File: src/design/cov_pkg.sv
package cov_pkg;

    localparam int ACTION_W = 2;
    localparam int CONTIG_W = 10;
    localparam int SCAF_W   = 16;
    localparam int POS_W    = 16;
    localparam int COUNT_W  = 16;

    localparam int QUEUE_DEPTH = 2;

    localparam logic [ACTION_W-1:0] ACT_LOAD  = 2'd0;
    localparam logic [ACTION_W-1:0] ACT_PAIR  = 2'd1;
    localparam logic [ACTION_W-1:0] ACT_QUERY = 2'd2;

    typedef enum logic [1:0] {
        OP_LOAD,
        OP_PAIR,
        OP_QUERY
    } t_op;

    typedef enum logic [1:0] {
        BK_CLEAR,
        BK_IDLE,
        BK_EXEC,
        BK_WRB
    } t_back_state;

    // classified command as it travels from front to back
    typedef struct packed {
        t_op                 op;
        logic [CONTIG_W-1:0] contig_a;
        logic [CONTIG_W-1:0] contig_b;
        logic                a_ok;      // contig_a inside the table
        logic [SCAF_W-1:0]   scaffold;
        logic [POS_W-1:0]    pos;
        logic                fwd;
        logic [COUNT_W-1:0]  win;       // winning join count
        logic                a_fwd;     // winner has a forward
        logic                b_fwd;     // winner has b forward
    } t_cmd;

endpackage

File: src/design/cov_fifo.sv
module cov_fifo
    import cov_pkg::*;
(
    input  logic i_clk,
    input  logic i_rst_n,
    input  logic i_push,
    input  t_cmd i_push_data,
    output logic o_can_push,
    output logic o_pop_valid,
    output t_cmd o_pop_data,
    input  logic i_pop
);

    localparam int PTR_W = (QUEUE_DEPTH > 1) ? $clog2(QUEUE_DEPTH) : 1;
    localparam int CNT_W = $clog2(QUEUE_DEPTH + 1);

    t_cmd             r_q [QUEUE_DEPTH];
    logic [PTR_W-1:0] r_wr_ptr;
    logic [PTR_W-1:0] r_rd_ptr;
    logic [CNT_W-1:0] r_count;
    logic             do_push;
    logic             do_pop;

    assign o_can_push  = r_count != CNT_W'(QUEUE_DEPTH);
    assign o_pop_valid = r_count != '0;
    assign o_pop_data  = r_q[r_rd_ptr];
    assign do_push     = i_push && o_can_push;
    assign do_pop      = i_pop && o_pop_valid;

    always_ff @(posedge i_clk) begin
        if (!i_rst_n) begin
            r_wr_ptr <= '0;
            r_rd_ptr <= '0;
            r_count  <= '0;
        end else begin
            if (do_push) begin
                r_wr_ptr <= (r_wr_ptr == PTR_W'(QUEUE_DEPTH - 1)) ? '0 : r_wr_ptr + 1'b1;
            end
            if (do_pop) begin
                r_rd_ptr <= (r_rd_ptr == PTR_W'(QUEUE_DEPTH - 1)) ? '0 : r_rd_ptr + 1'b1;
            end
            if (do_push && !do_pop) begin
                r_count <= r_count + 1'b1;
            end else if (do_pop && !do_push) begin
                r_count <= r_count - 1'b1;
            end
        end
    end

    always_ff @(posedge i_clk) begin
        if (do_push) begin
            r_q[r_wr_ptr] <= i_push_data;
        end
    end

endmodule

File: config.mk
export PLATFORM = sky130hd
export DESIGN_NAME = cov_fifo
export DESIGN_NICKNAME = d
export VERILOG_FILES = /design/src/design/cov_pkg.sv /design/src/design/cov_fifo.sv
export SDC_FILE = /design/constraint.sdc
export NUM_CORES = 1
export LEC_CHECK = 0
export BUFFER_PORTS_ARGS = -buffer_cell sky130_fd_sc_hd__buf_2
export CORE_AREA = 2 2 103 105
export CTS_CLUSTER_SIZE = 16
export DETAILED_ROUTE_END_ITERATION = 6
export DIE_AREA = 0 0 105 107
export HOLD_SLACK_MARGIN = 0.02
export PLACE_DENSITY = 0.91
export RECOVER_POWER = 50
export REMOVE_ABC_BUFFERS = 1
export SYNTH_ARGS = -nofsm -noshare
export SYNTH_HDL_FRONTEND = slang
export SYNTH_SLANG_ARGS = --single-unit
File: constraint.sdc
create_clock -name i_clk -period 5.25 [get_ports i_clk]
set_input_delay 0.7875 -clock i_clk [delete_from_list [all_inputs] [get_ports i_clk]]
set_output_delay 0.7875 -clock i_clk [all_outputs]
set_load 0.005 [all_outputs]
==> results of run 1 <==
-- routing by layer --
layer  global-route usage  part of all wire  vias up
met5                    0                 0        -
met4               0.0629             0.010        0
met3               0.0736             0.074       10
met2                0.296              0.53      107
met1                0.197              0.39     1406
li1                     -                 -     1333
-- area by class of cell --
type                    instances  area (sq um)  share of cell area
repair buffers                154           719               0.103
well taps                     136           170              0.0243
clock buffers                  19           422              0.0602
clock inverters                12           175              0.0250
inverters                       1          5.00            0.000715
flip-flops and latches        153          4550               0.649
multi-input cells              92           965               0.138
-- sequential cells by signal (all words and copies together), names as in the netlist, named ones only --
register,cells
r_q,148
r_count,2
r_rd_ptr,1
r_wr_ptr,1
-- cells in the final DEF, fill, tap and decap left out, types with 2 or more instances in the layout --
cell,instances
sky130_fd_sc_hd__and2_0,2
sky130_fd_sc_hd__a21boi_0,2
sky130_fd_sc_hd__clkbuf_1,45
sky130_fd_sc_hd__mux2_2,74
sky130_fd_sc_hd__bufinv_16,4
sky130_fd_sc_hd__edfxtp_1,148
sky130_fd_sc_hd__buf_2,110
sky130_fd_sc_hd__clkinvlp_4,3
sky130_fd_sc_hd__dfxtp_1,4
sky130_fd_sc_hd__and2_1,2
sky130_fd_sc_hd__clkbuf_16,16
sky130_fd_sc_hd__xnor2_1,2
sky130_fd_sc_hd__clkinv_2,4
sky130_fd_sc_hd__o21ai_0,2
-- per-stage QoR --
stage	worst slack, ns	util
after floorplan	2.13	-
after global placement	2.88	0.641
after detailed placement	2.87	0.641
after CTS	2.31	0.701
after global routing	1.22	0.694
final	1.64	0.694
-- worst max-delay path, delay by kind of cell (launching register included) --
| family | cells | cell delay (ns) |
|---|---|---|
| flops | 1 | 0.40 |
| simple gates | 2 | 2.67 |
-- power by group --
group,switching [W],internal [W],total (W)
sequential,0.000116,0.00154,0.00165
clock,0.000437,0.000768,0.00120
combinational,0.000266,0.000353,0.000620
total,0.000819,0.00266,0.00348
-- logic make-up after synthesis --
logic type	share of synthesized area
muxes	0.149
and+or+nand+nor	0.0117
AOI/OAI and AO/OA	0.00628
DFF	0.815
xor gates and xnor gates	0.00471
adders and majority gates	0.00224
buffers and inverters	0.0105
-- final timing paths --
path / cells after the start / to
setup / recovery: 2 / r_q[1][52]$_DFFE_PP_
hold reg to reg: 2 / r_count[1]$_SDFFE_PN0P_
hold / removal: 1 / r_q[1][9]$_DFFE_PP_
setup reg to reg: 2 / r_q[1][52]$_DFFE_PP_
==> metrics.txt, run 1 <==
final period utilization=0.688; total die area=11200 sq um; total power=roughly 0.0035 W; clock transition time at the flip-flop clock pins of the worst setup and hold paths=~0.060 ns; total grt overflow=0; H-tree levels=4; Post-DP Area=6470 sq um; number of clock sinks seen by CTS=153; origin of the worst setup path=r_count[0]$_SDFFE_PN0P_; clock tree from TritonCTS=built; starting density of the core=0.552; Placeable Area=10100 sq um; Area contributors post-synth=sky130_fd_sc_hd__edfxtp_1, sky130_fd_sc_hd__mux2_2, sky130_fd_sc_hd__dfxtp_1; number of placement rows=37; Skew-Pair Late Insertion Delay=0.51 ns; global-route wire length before repair=14.5 mm; maximum clock rate=0.277 GHz; post-DR wirelength/cell=16.8 microns; yosys warns=0; sum of negative setup slack=0 ns; post-synthesis register bit count=between 150 and 200; number of nets in the final layout=498; number of setup violations in the final report=0; clock skew=roughly 0.0070 ns; worst path arrival time=3.66 ns; post-CTS setup buffer count=0; fraction of final layout cells sized beyond drive strength 1=0.506; Antenna Nets Post-Route=0; Final GP Congestion=0.724; combined area of all synthesized cells=5580 sq um; Worst Path Required=around 5.3 ns; Layout fillers=between 700 and 800; share of async-settable or async-resettable flops after synthesis=0; ant diodes=0; crit path kind=flip-flop to flip-flop; 1st-iter DRT viols=~130; post-CTS sizing=0; horizontal die dimension=105 microns; P_leak=2.52 nW; kind of capture point of the worst setup path=flip-flop; start point of the worst hold path=i_push_data[9]; longest individual stage delay on the worst path=2.46 ns; height of the chip=about 110 microns; library cell contributing the largest single delay on the critical path=sky130_fd_sc_hd__and3_1; Final Critical Period=3.61 ns; Top-Level Pins=approximately 150; part of the Yosys area used for sequential elements=0.815; post-route cell area=between 7000 and 8000 sq um; pin count of the biggest net entering global routing=75; residual DRC count=0; count of max-cap constraint violations=1; setup repair after global routing missed its margin=no; cts-stage hold buffer count=0; synthesized area per cell=22.0 sq um; Port Buf Inserts=153; most area-hungry cell type in the Yosys netlist=sky130_fd_sc_hd__edfxtp_1; maximum ir drop on the vdd rail=0.000289 V; GRT Overall Usage=0.174; synthesized instance count=254; number of global-route vias before repair=2980; post-route worst hold slack=0.457 ns; setup slack of the worst register-to-register path=1.64 ns; DR vias/cell=5.04; cell at the root of the clock tree=sky130_fd_sc_hd__clkbuf_8; Min-Delay Path Class=input pin to flip-flop; Slew Viols, Final=75; most numerous cell in the Yosys netlist=sky130_fd_sc_hd__edfxtp_1; Yosys top cell area share=0.797; worst-case headroom to the max-slew limit=-1.24; Longest Clk Path Bufs=2; antenna violations before repair=0; number of buffers inserted during clock tree synthesis=17; Non-Filler Instances=567; vias=2856; maximum fanout count along the critical path=74; Commonest cells post-synth=sky130_fd_sc_hd__edfxtp_1, sky130_fd_sc_hd__mux2_2, sky130_fd_sc_hd__buf_4; startpoint of the worst-slack reg-to-reg timing path=r_count[0]$_SDFFE_PN0P_; nature of the critical path startpoint=flip-flop; prevailing post-synth register cell=sky130_fd_sc_hd__edfxtp_1; layout overhead on the synthesized area=25.6%; number of detailed-routing iterations run before antenna repair=4; Worst Tran Pin Value=3.36 ns; total half-perimeter wirelength after legalization and detailed placement=6.02 mm; count of unique library cells instantiated by Yosys=20; total power density per cell area=496 nW/um^2; chain of cells forming the critical path=nand2b_1, and3_1; violations in the final reports=capacitance limit, slew limit; total length of routed wires=around 9.6 mm; number of placed cells counting well taps=536; number of enable-type register cells in the synthesized netlist=148; status=finished, violations left; final hold violation count=0
Note: power is estimated with default switching activity, not from simulation.
==> run 2, diff against run 1 <==
ABC_AREA = 1   (was unset)
CORE_AREA = 2 2 115 117   (was 2 2 103 105)
DIE_AREA = 0 0 117 119   (was 0 0 105 107)
PLACE_DENSITY = 0.81   (was 0.91)
clock period = 3.1 ns   (was 5.25 ns; I/O delays follow)
==> run 2 against run 1 <==
- the flow still finishes with violations (capacitance limit, slew limit)
- non-clock buffer count grew 5
- via count grew 1.3%
- power up 78%
- die area is 24% higher
- final cell count is 11% higher
- register-to-register slack got worse by 0.89 ns
- wire length is 3.2% higher
- synthesized cell count is 5.1% higher
- sequential share of layout area decreased by 3.4 points
- global-route usage fell by 2.5 points
- clock skew fell by 0.0018 ns
- largest power group unchanged
==> metrics.txt, run 2 <==
total met3 wirelength after detailed routing=623 microns (was 703 microns); Final Critical Period=roughly 2.4 ns; number of placed cells counting well taps=594 (was 536); starting density of the core=0.453 (was 0.552); maximum clock rate=0.422 GHz; post-CTS setup buffer count=0 (unchanged); number of placement rows=42 (was 37); kind of capture point of the worst setup path=output pin (was flip-flop); cell at the root of the clock tree=sky130_fd_sc_hd__clkbuf_16 (was sky130_fd_sc_hd__clkbuf_8); violations in the final reports=capacitance limit, slew limit (unchanged); synthesized area per cell=21.8 sq um (was 22.0 sq um); total power=0.00617 W (was 0.00348 W); Worst Path Required=2.63 ns (was 5.30 ns); post-DR wirelength/cell=15.7 microns (was 16.8 microns); post-CTS sizing=0 (unchanged); total grt overflow=0 (unchanged); Largest register FFs=148 (unchanged); register with the highest flop count=r_q (unchanged); portion of total power attributed to combinational logic=0.203 (was 0.178); nature of the critical path startpoint=flip-flop (unchanged); clock transition time at the flip-flop clock pins of the worst setup and hold paths=0.06 ns (about the same); Top-Level Pins=154 (unchanged); longest individual stage delay on the worst path=0.57 ns (was 2.46 ns); Port Buf Inserts=153 (unchanged); Min-Delay Path Class=input pin to flip-flop (unchanged); maximum ir drop on the vdd rail=0.000472 V (was 0.000289 V); worst min-delay path endpoint=r_q[1][32]$_DFFE_PP_ (was r_q[1][9]$_DFFE_PP_); share of async-settable or async-resettable flops after synthesis=0 (unchanged); setup slack of the worst register-to-register path=0.75 ns (was 1.64 ns); Skew-Pair Late Insertion Delay=0.42 ns (was 0.51 ns); most numerous cell in the Yosys netlist=sky130_fd_sc_hd__edfxtp_1 (unchanged); number of cells on the worst hold path=1 (unchanged); clock tree from TritonCTS=built (unchanged); pin count of the biggest net entering global routing=48 (was 75); GRT Overall Usage=0.149 (was 0.174); clock skew=0.00516 ns (was 0.00697 ns); total power density per cell area=836 nW/um^2 (was 496 nW/um^2); switching fraction of total power=0.235 (was 0.236); most area-hungry cell type in the Yosys netlist=sky130_fd_sc_hd__edfxtp_1 (unchanged); antenna violations before repair=1 (was 0); part of the Yosys area used for sequential elements=0.780 (was 0.815); internal power summed over all cells=0.00472 W (was 0.00266 W); total die area=13900 sq um (was 11200 sq um); number of setup violations in the final report=0 (unchanged); number of global-route vias before repair=3022 (was 2980); layout overhead on the synthesized area=26.8% (was 25.6%); yosys warns=0 (unchanged); number of buffers inserted during clock tree synthesis=17 (unchanged); start point of the worst hold path=i_push_data[32] (was i_push_data[9]); synthesized instance count=267 (was 254); fraction of final layout cells sized beyond drive strength 1=0.500 (was 0.506); Final GP Congestion=0.740 (was 0.724); final hold violation count=0 (unchanged); Antenna Nets Post-Route=0 (unchanged); final core utilization=0.574 (was 0.694); number of cells on the worst reg-to-reg path=5 (was 2); Placeable Area=12900 sq um (was 10100 sq um); highest-count cells in the layout ignoring fill and taps=sky130_fd_sc_hd__edfxtp_1, sky130_fd_sc_hd__buf_2, sky130_fd_sc_hd__mux2_4 (was sky130_fd_sc_hd__edfxtp_1, sky130_fd_sc_hd__buf_2, sky130_fd_sc_hd__mux2_2); Slew Viols, Final=28 (was 75); count of unique library cells instantiated by Yosys=15 (was 20); registers with the most flip-flops=r_q: 148 flops, r_count: 2 flops (unchanged); maximum fanout count along the critical path=21 (was 74); height of the chip=119 microns (was 107 microns); chain of cells forming the critical path=buf_4, mux2_2, buf_2 (was nand2b_1, and3_1); 1st-iter DRT viols=202 (was 128); cts-stage hold buffer count=0 (unchanged); post-synthesis register bit count=153 (unchanged); residual DRC count=0 (unchanged); count of max-cap constraint violations=1 (unchanged); total length of routed wires=9.86 mm (was 9.55 mm); register share of total power=0.443 (was 0.475); Yosys top cell area share=0.763 (was 0.797); vias=2892 (was 2856); number of clock sinks seen by CTS=153 (unchanged); routed metal-1 wire length=3.94 mm (was 3.71 mm); prevailing post-synth register cell=sky130_fd_sc_hd__edfxtp_1 (unchanged); number of enable-type register cells in the synthesized netlist=148 (unchanged); H-tree levels=4 (unchanged); crit path kind=flip-flop to output pin (was flip-flop to flip-flop); relative contribution of the clock network to total power=0.354 (was 0.346); combined area of all synthesized cells=5830 sq um (was 5580 sq um); number of nets in the final layout=516 (was 498); final period utilization=0.765; status=finished, violations left (unchanged); endpoint of the lowest-slack register-to-register path=r_q[1][29]$_DFFE_PP_ (was r_q[1][52]$_DFFE_PP_); horizontal die dimension=117 microns (was 105 microns); Area contributors post-synth=sky130_fd_sc_hd__edfxtp_1, sky130_fd_sc_hd__mux2_4, sky130_fd_sc_hd__mux2_2 (was sky130_fd_sc_hd__edfxtp_1, sky130_fd_sc_hd__mux2_2, sky130_fd_sc_hd__dfxtp_1); Longest Clk Path Bufs=2 (unchanged); CP delay by family, top=flip-flops (was simple AND/OR/NAND/NOR gates); global-route wire length before repair=15.0 mm (was 14.5 mm); total buffers and inverters traversed by the critical path=2 (was 0); P_leak=2.82 nW (was 2.52 nW); net load switching power=0.00145 W (was 0.000819 W); startpoint of the worst-slack reg-to-reg timing path=r_count[0]$_SDFFE_PN0P_ (unchanged); most common library cell in the layout ignoring fill and taps=sky130_fd_sc_hd__edfxtp_1 (unchanged); DR vias/cell=4.61 (was 5.04); total half-perimeter wirelength after legalization and detailed placement=6.61 mm (was 6.02 mm); worst-case headroom to the max-slew limit=-0.0224 (was -1.24); wire length on met2=5.11 mm (was 5.05 mm); Commonest cells post-synth=sky130_fd_sc_hd__edfxtp_1, sky130_fd_sc_hd__mux2_4, sky130_fd_sc_hd__mux2_2 (was sky130_fd_sc_hd__edfxtp_1, sky130_fd_sc_hd__mux2_2, sky130_fd_sc_hd__buf_4); setup repair after global routing missed its margin=no (unchanged); worst path arrival time=1.91 ns (was 3.66 ns); library cell contributing the largest single delay on the critical path=sky130_fd_sc_hd__dfxtp_4 (was sky130_fd_sc_hd__and3_1); number of detailed-routing iterations run before antenna repair=5 (was 4); Top Layer Used=met4 (unchanged); Worst Tran Pin Value=1.53 ns (was 3.36 ns); Non-Filler Instances=627 (was 567)
[run 2: final cells by class]
class / instances / area [sq um]
fillers: 993 / 5490
flip-flops and latches: 153 / 4550
multi-input cells: 98 / 1180
repair buffers: 159 / 769
clock buffers: 19 / 433
well taps: 176 / 220
clock inverters: 13 / 201
inverters: 8 / 30.0
diodes: 1 / 2.50
[run 2: worst max path at each step]
stage | startpoint | end | slack (ns) | depth (start not counted)
2_1_floorplan | r_count[0]$_SDFFE_PN0P_ | r_q[0][0]$_DFFE_PP_ | -1.09 | 4
3_3_place_gp | flip-flop | o_pop_data[72] | 1.17 | 3
3_5_place_dp | flip-flop | o_pop_data[54] | 1.15 | 3
4_1_cts | flip-flop | o_pop_data[72] | 0.69 | 3
5_1_grt | r_count[0]$_SDFFE_PN0P_ | r_q[1][6]$_DFFE_PP_ | 0.50 | 5
6_report | flip-flop | o_pop_data[54] | 0.73 | 3
[run 2: cells by family (layout without fill, tap and decap cells)]
kind of cell / after synthesis / in the layout / synth area share
AND/OR/NAND/NOR: 19 / 19 / 0.0129
buffers and inverters: 16 / 199 / 0.0195
other: 0 / 1 / 0
adder cells (fa/ha/maj): 1 / 1 / 0.00215
flip-flops: 153 / 153 / 0.780
multiplexers: 74 / 74 / 0.182
AO/OA/AOI/OAI: 4 / 4 / 0.00386
[run 2: metrics by stage]
step	hold WS, ns	setup TNS [ns]	cell area [sq um]	worst slack, ns
after global placement	0.483	0	6810	1.17
after detailed placement	0.494	0	6810	1.15
after CTS	0.207	0	7440	0.694
after global routing	0.207	0	7390	0.503
after floorplan	0.467	-197.61	5740	-1.09
final	0.232	0	7390	0.730
[run 2: worst register-to-register path: stages (launching register included)]
cell	delay, ns
sky130_fd_sc_hd__dfxtp_1	0.35
sky130_fd_sc_hd__inv_1	0.10
sky130_fd_sc_hd__nand2_1	0.08
sky130_fd_sc_hd__nand2_1	0.16
sky130_fd_sc_hd__nor2_4	0.13
sky130_fd_sc_hd__clkbuf_1	1.11
[run 2: layer usage]
layer	up-vias	global-route usage
met3	15	0.0575
met2	97	0.253
li1	1374	-
met4	0	0.0662
met1	1406	0.163
met5	-	0
[run 2: power groups by stage]
stage | clock, W | combinational (W) | sequential, W
floorplan | 0 | 0.000787 | 0.00285
global placement | 0 | 0.00126 | 0.00276
detailed placement | 0 | 0.00129 | 0.00278
CTS | 0.00224 | 0.00129 | 0.00274
global route | 0.00233 | 0.00138 | 0.00277
finish | 0.00218 | 0.00125 | 0.00274
==> run 3, diff against run 2 <==
CORE_AREA = 2 2 109 111   (was 2 2 115 117)
DIE_AREA = 0 0 111 113   (was 0 0 117 119)
PLACE_DENSITY = 0.85   (was 0.81)
clock period = 2.25 ns   (was 3.1 ns; I/O delays follow)
==> run 3 against run 2 <==
- the run now ends clean
- via count up 0.83%
- final cell count is 5.1% lower
- utilization increased by 7.5 points
- clock skew increased by 0.0022 ns
- clock power grew 28%
- power increased by 34%
- hold slack worse by 0.12 ns
- worst setup slack got worse by 0.41 ns
- clock-buffer cell count grew 1
- wire length shrank 1.8%
- critical path depth unchanged
- sequential share of layout area is 0.61 points higher
- critical path type unchanged
- largest power group unchanged
- highest routed layer is now met5
==> metrics.txt, run 3 (synthesis results as in run 2) <==
GRT Overall Usage=0.158 (was 0.149); Placeable Area=11300 sq um (was 12900 sq um); pin count of the biggest net entering global routing=42 (was 48); highest-count cells in the layout ignoring fill and taps=sky130_fd_sc_hd__edfxtp_1, sky130_fd_sc_hd__buf_2, sky130_fd_sc_hd__mux2_4 (unchanged); DR vias/cell=4.90 (was 4.61); layout overhead on the synthesized area=25.6% (was 26.8%); clock transition time at the flip-flop clock pins of the worst setup and hold paths=0.06 ns (about the same); total length of routed wires=9.68 mm (was 9.86 mm); height of the chip=113 microns (was 119 microns); total grt overflow=0 (unchanged); count of max-cap constraint violations=0 (was 1); Port Buf Inserts=153 (unchanged); Largest register FFs=148 (unchanged); Final Critical Period=1.93 ns; P_leak=2.81 nW (was 2.82 nW); starting density of the core=0.517 (was 0.453); Longest Clk Path Bufs=2 (unchanged); 1st-iter DRT viols=75 (was 202); clock skew=0.00738 ns (was 0.00516 ns); Skew-Pair Late Insertion Delay=0.41 ns (was 0.42 ns); total half-perimeter wirelength after legalization and detailed placement=6.78 mm (was 6.61 mm); Worst Path Required=1.91 ns (was 2.63 ns); Slew Viols, Final=0 (was 28); vias=2916 (was 2892); number of global-route vias before repair=3136 (was 3022); residual DRC count=0 (unchanged); maximum clock rate=0.518 GHz; setup repair after global routing missed its margin=no (unchanged); worst-case headroom to the max-slew limit=0.408 (was -0.0224); number of setup violations in the final report=0 (unchanged); number of clock sinks seen by CTS=153 (unchanged); sum of negative setup slack=0 ns (unchanged); library cell contributing the largest single delay on the critical path=sky130_fd_sc_hd__dfxtp_4 (unchanged); ant diodes=0 (was 1); worst path arrival time=1.59 ns (was 1.91 ns); cts-stage hold buffer count=0 (unchanged); number of detailed-routing iterations run before antenna repair=5 (unchanged); Post-DP Area=6790 sq um (was 6810 sq um); post-DR wirelength/cell=16.3 microns (was 15.7 microns); cell at the root of the clock tree=sky130_fd_sc_hd__clkbuf_16 (unchanged); crit path kind=flip-flop to output pin (unchanged); number of cells on the worst reg-to-reg path=5 (unchanged); register with the highest flop count=r_q (unchanged); Antenna Nets Post-Route=0 (unchanged); final hold violation count=0 (unchanged); global-route wire length before repair=14.8 mm (was 15.0 mm); kind of capture point of the worst setup path=output pin (unchanged); maximum fanout count along the critical path=41 (was 21); post-route worst hold slack=0.113 ns (was 0.232 ns); chain of cells forming the critical path=buf_12, mux2_2, buf_2 (was buf_4, mux2_2, buf_2); status=completed (was finished, violations left); post-CTS setup buffer count=0 (unchanged); antenna violations before repair=1 (unchanged); total die area=12500 sq um (was 13900 sq um); longest individual stage delay on the worst path=0.37 ns (was 0.57 ns); Min-Delay Path Class=input pin to flip-flop (unchanged); nature of the critical path startpoint=flip-flop (unchanged); number of cells on the worst hold path=1 (unchanged); Worst Tran Pin Value=0.888 ns (was 1.53 ns); Top-Level Pins=154 (unchanged); H-tree levels=4 (unchanged); fraction of final layout cells sized beyond drive strength 1=0.502 (was 0.500); registers with the most flip-flops=r_q: 148 flops, r_count: 2 flops (unchanged); number of nets in the final layout=518 (was 516); horizontal die dimension=111 microns (was 117 microns); maximum ir drop on the vdd rail=0.000581 V (was 0.000472 V); post-route cell area=7320 sq um (was 7390 sq um); final period utilization=0.859; number of placement rows=39 (was 42); clock tree from TritonCTS=built (unchanged); number of buffers inserted during clock tree synthesis=17 (unchanged); Final GP Congestion=0.768 (was 0.740); post-CTS sizing=0 (unchanged); total power density per cell area=1130 nW/um^2 (was 836 nW/um^2); most common library cell in the layout ignoring fill and taps=sky130_fd_sc_hd__edfxtp_1 (unchanged)
run 3: cell count changes in the layout (fill, tap and decap cells not counted), sizes merged:
cell,previous run,this run
buf,119,121
bufinv,5,3
clkbuf,59,60
clkinvlp,4,5
diode,1,0
run 3: layout make-up:
class | instances | area [sq um]
sequential | 153 | 4550
fill | 795 | 3960
multi-input combinational | 98 | 1180
timing repair buffer | 161 | 795
clock buffer | 20 | 437
tap | 143 | 179
clock inverter | 12 | 151
inverter | 8 | 30.0
run 3: final timing paths:
check | slack [ns] | start | end
worst max-delay path | 0.32 | flip-flop | o_pop_data[73]
worst min-delay path | 0.11 | i_push_data[33] | r_q[0][33]$_DFFE_PP_
worst max register to register | 0.40 | r_count[0]$_SDFFE_PN0P_ | r_q[1][52]$_DFFE_PP_
worst min register to register | 0.50 | r_rd_ptr$_SDFFE_PN0P_ | flip-flop
run 3: where the power goes:
group / leakage (nW) / total, W / internal [W] / switching, W
Sequential: 1.42 / 0.00372 / 0.00361 / 0.000114
Clock: 0.272 / 0.00278 / 0.00174 / 0.00104
Combinational: 1.11 / 0.00178 / 0.000954 / 0.000828
Total: 2.81 / 0.00829 / 0.00630 / 0.00199
run 3: critical path: cells and delay by family, from the launching register on:
family / cells / cell delay, ns
multiplexers: 1 / 0.37
flip-flops: 1 / 0.37
buffers and inverters: 2 / 0.40
run 3: layer usage:
layer | up-vias | part of all wire | track usage
met3 | 25 | 0.082 | 0.0680
met2 | 108 | 0.54 | 0.281
li1 | 1382 | - | -
met4 | 2 | 0.020 | 0.0742
met5 | - | 0.0018 | 0
met1 | 1399 | 0.36 | 0.161
run 3: stage by stage:
| stage | total power [W] | std cells | worst slack (ns) | util |
|---|---|---|---|---|
| finish | 0.00829 | 595 | 0.318 | 0.649 |
| global route | 0.00864 | 595 | 0.212 | 0.649 |
| CTS | 0.00842 | 595 | 0.305 | 0.655 |
| detailed placement | 0.00563 | 563 | 0.673 | 0.603 |
| global placement | 0.00555 | 563 | 0.744 | 0.603 |
| floorplan | 0.00501 | 259 | -1.94 | - |
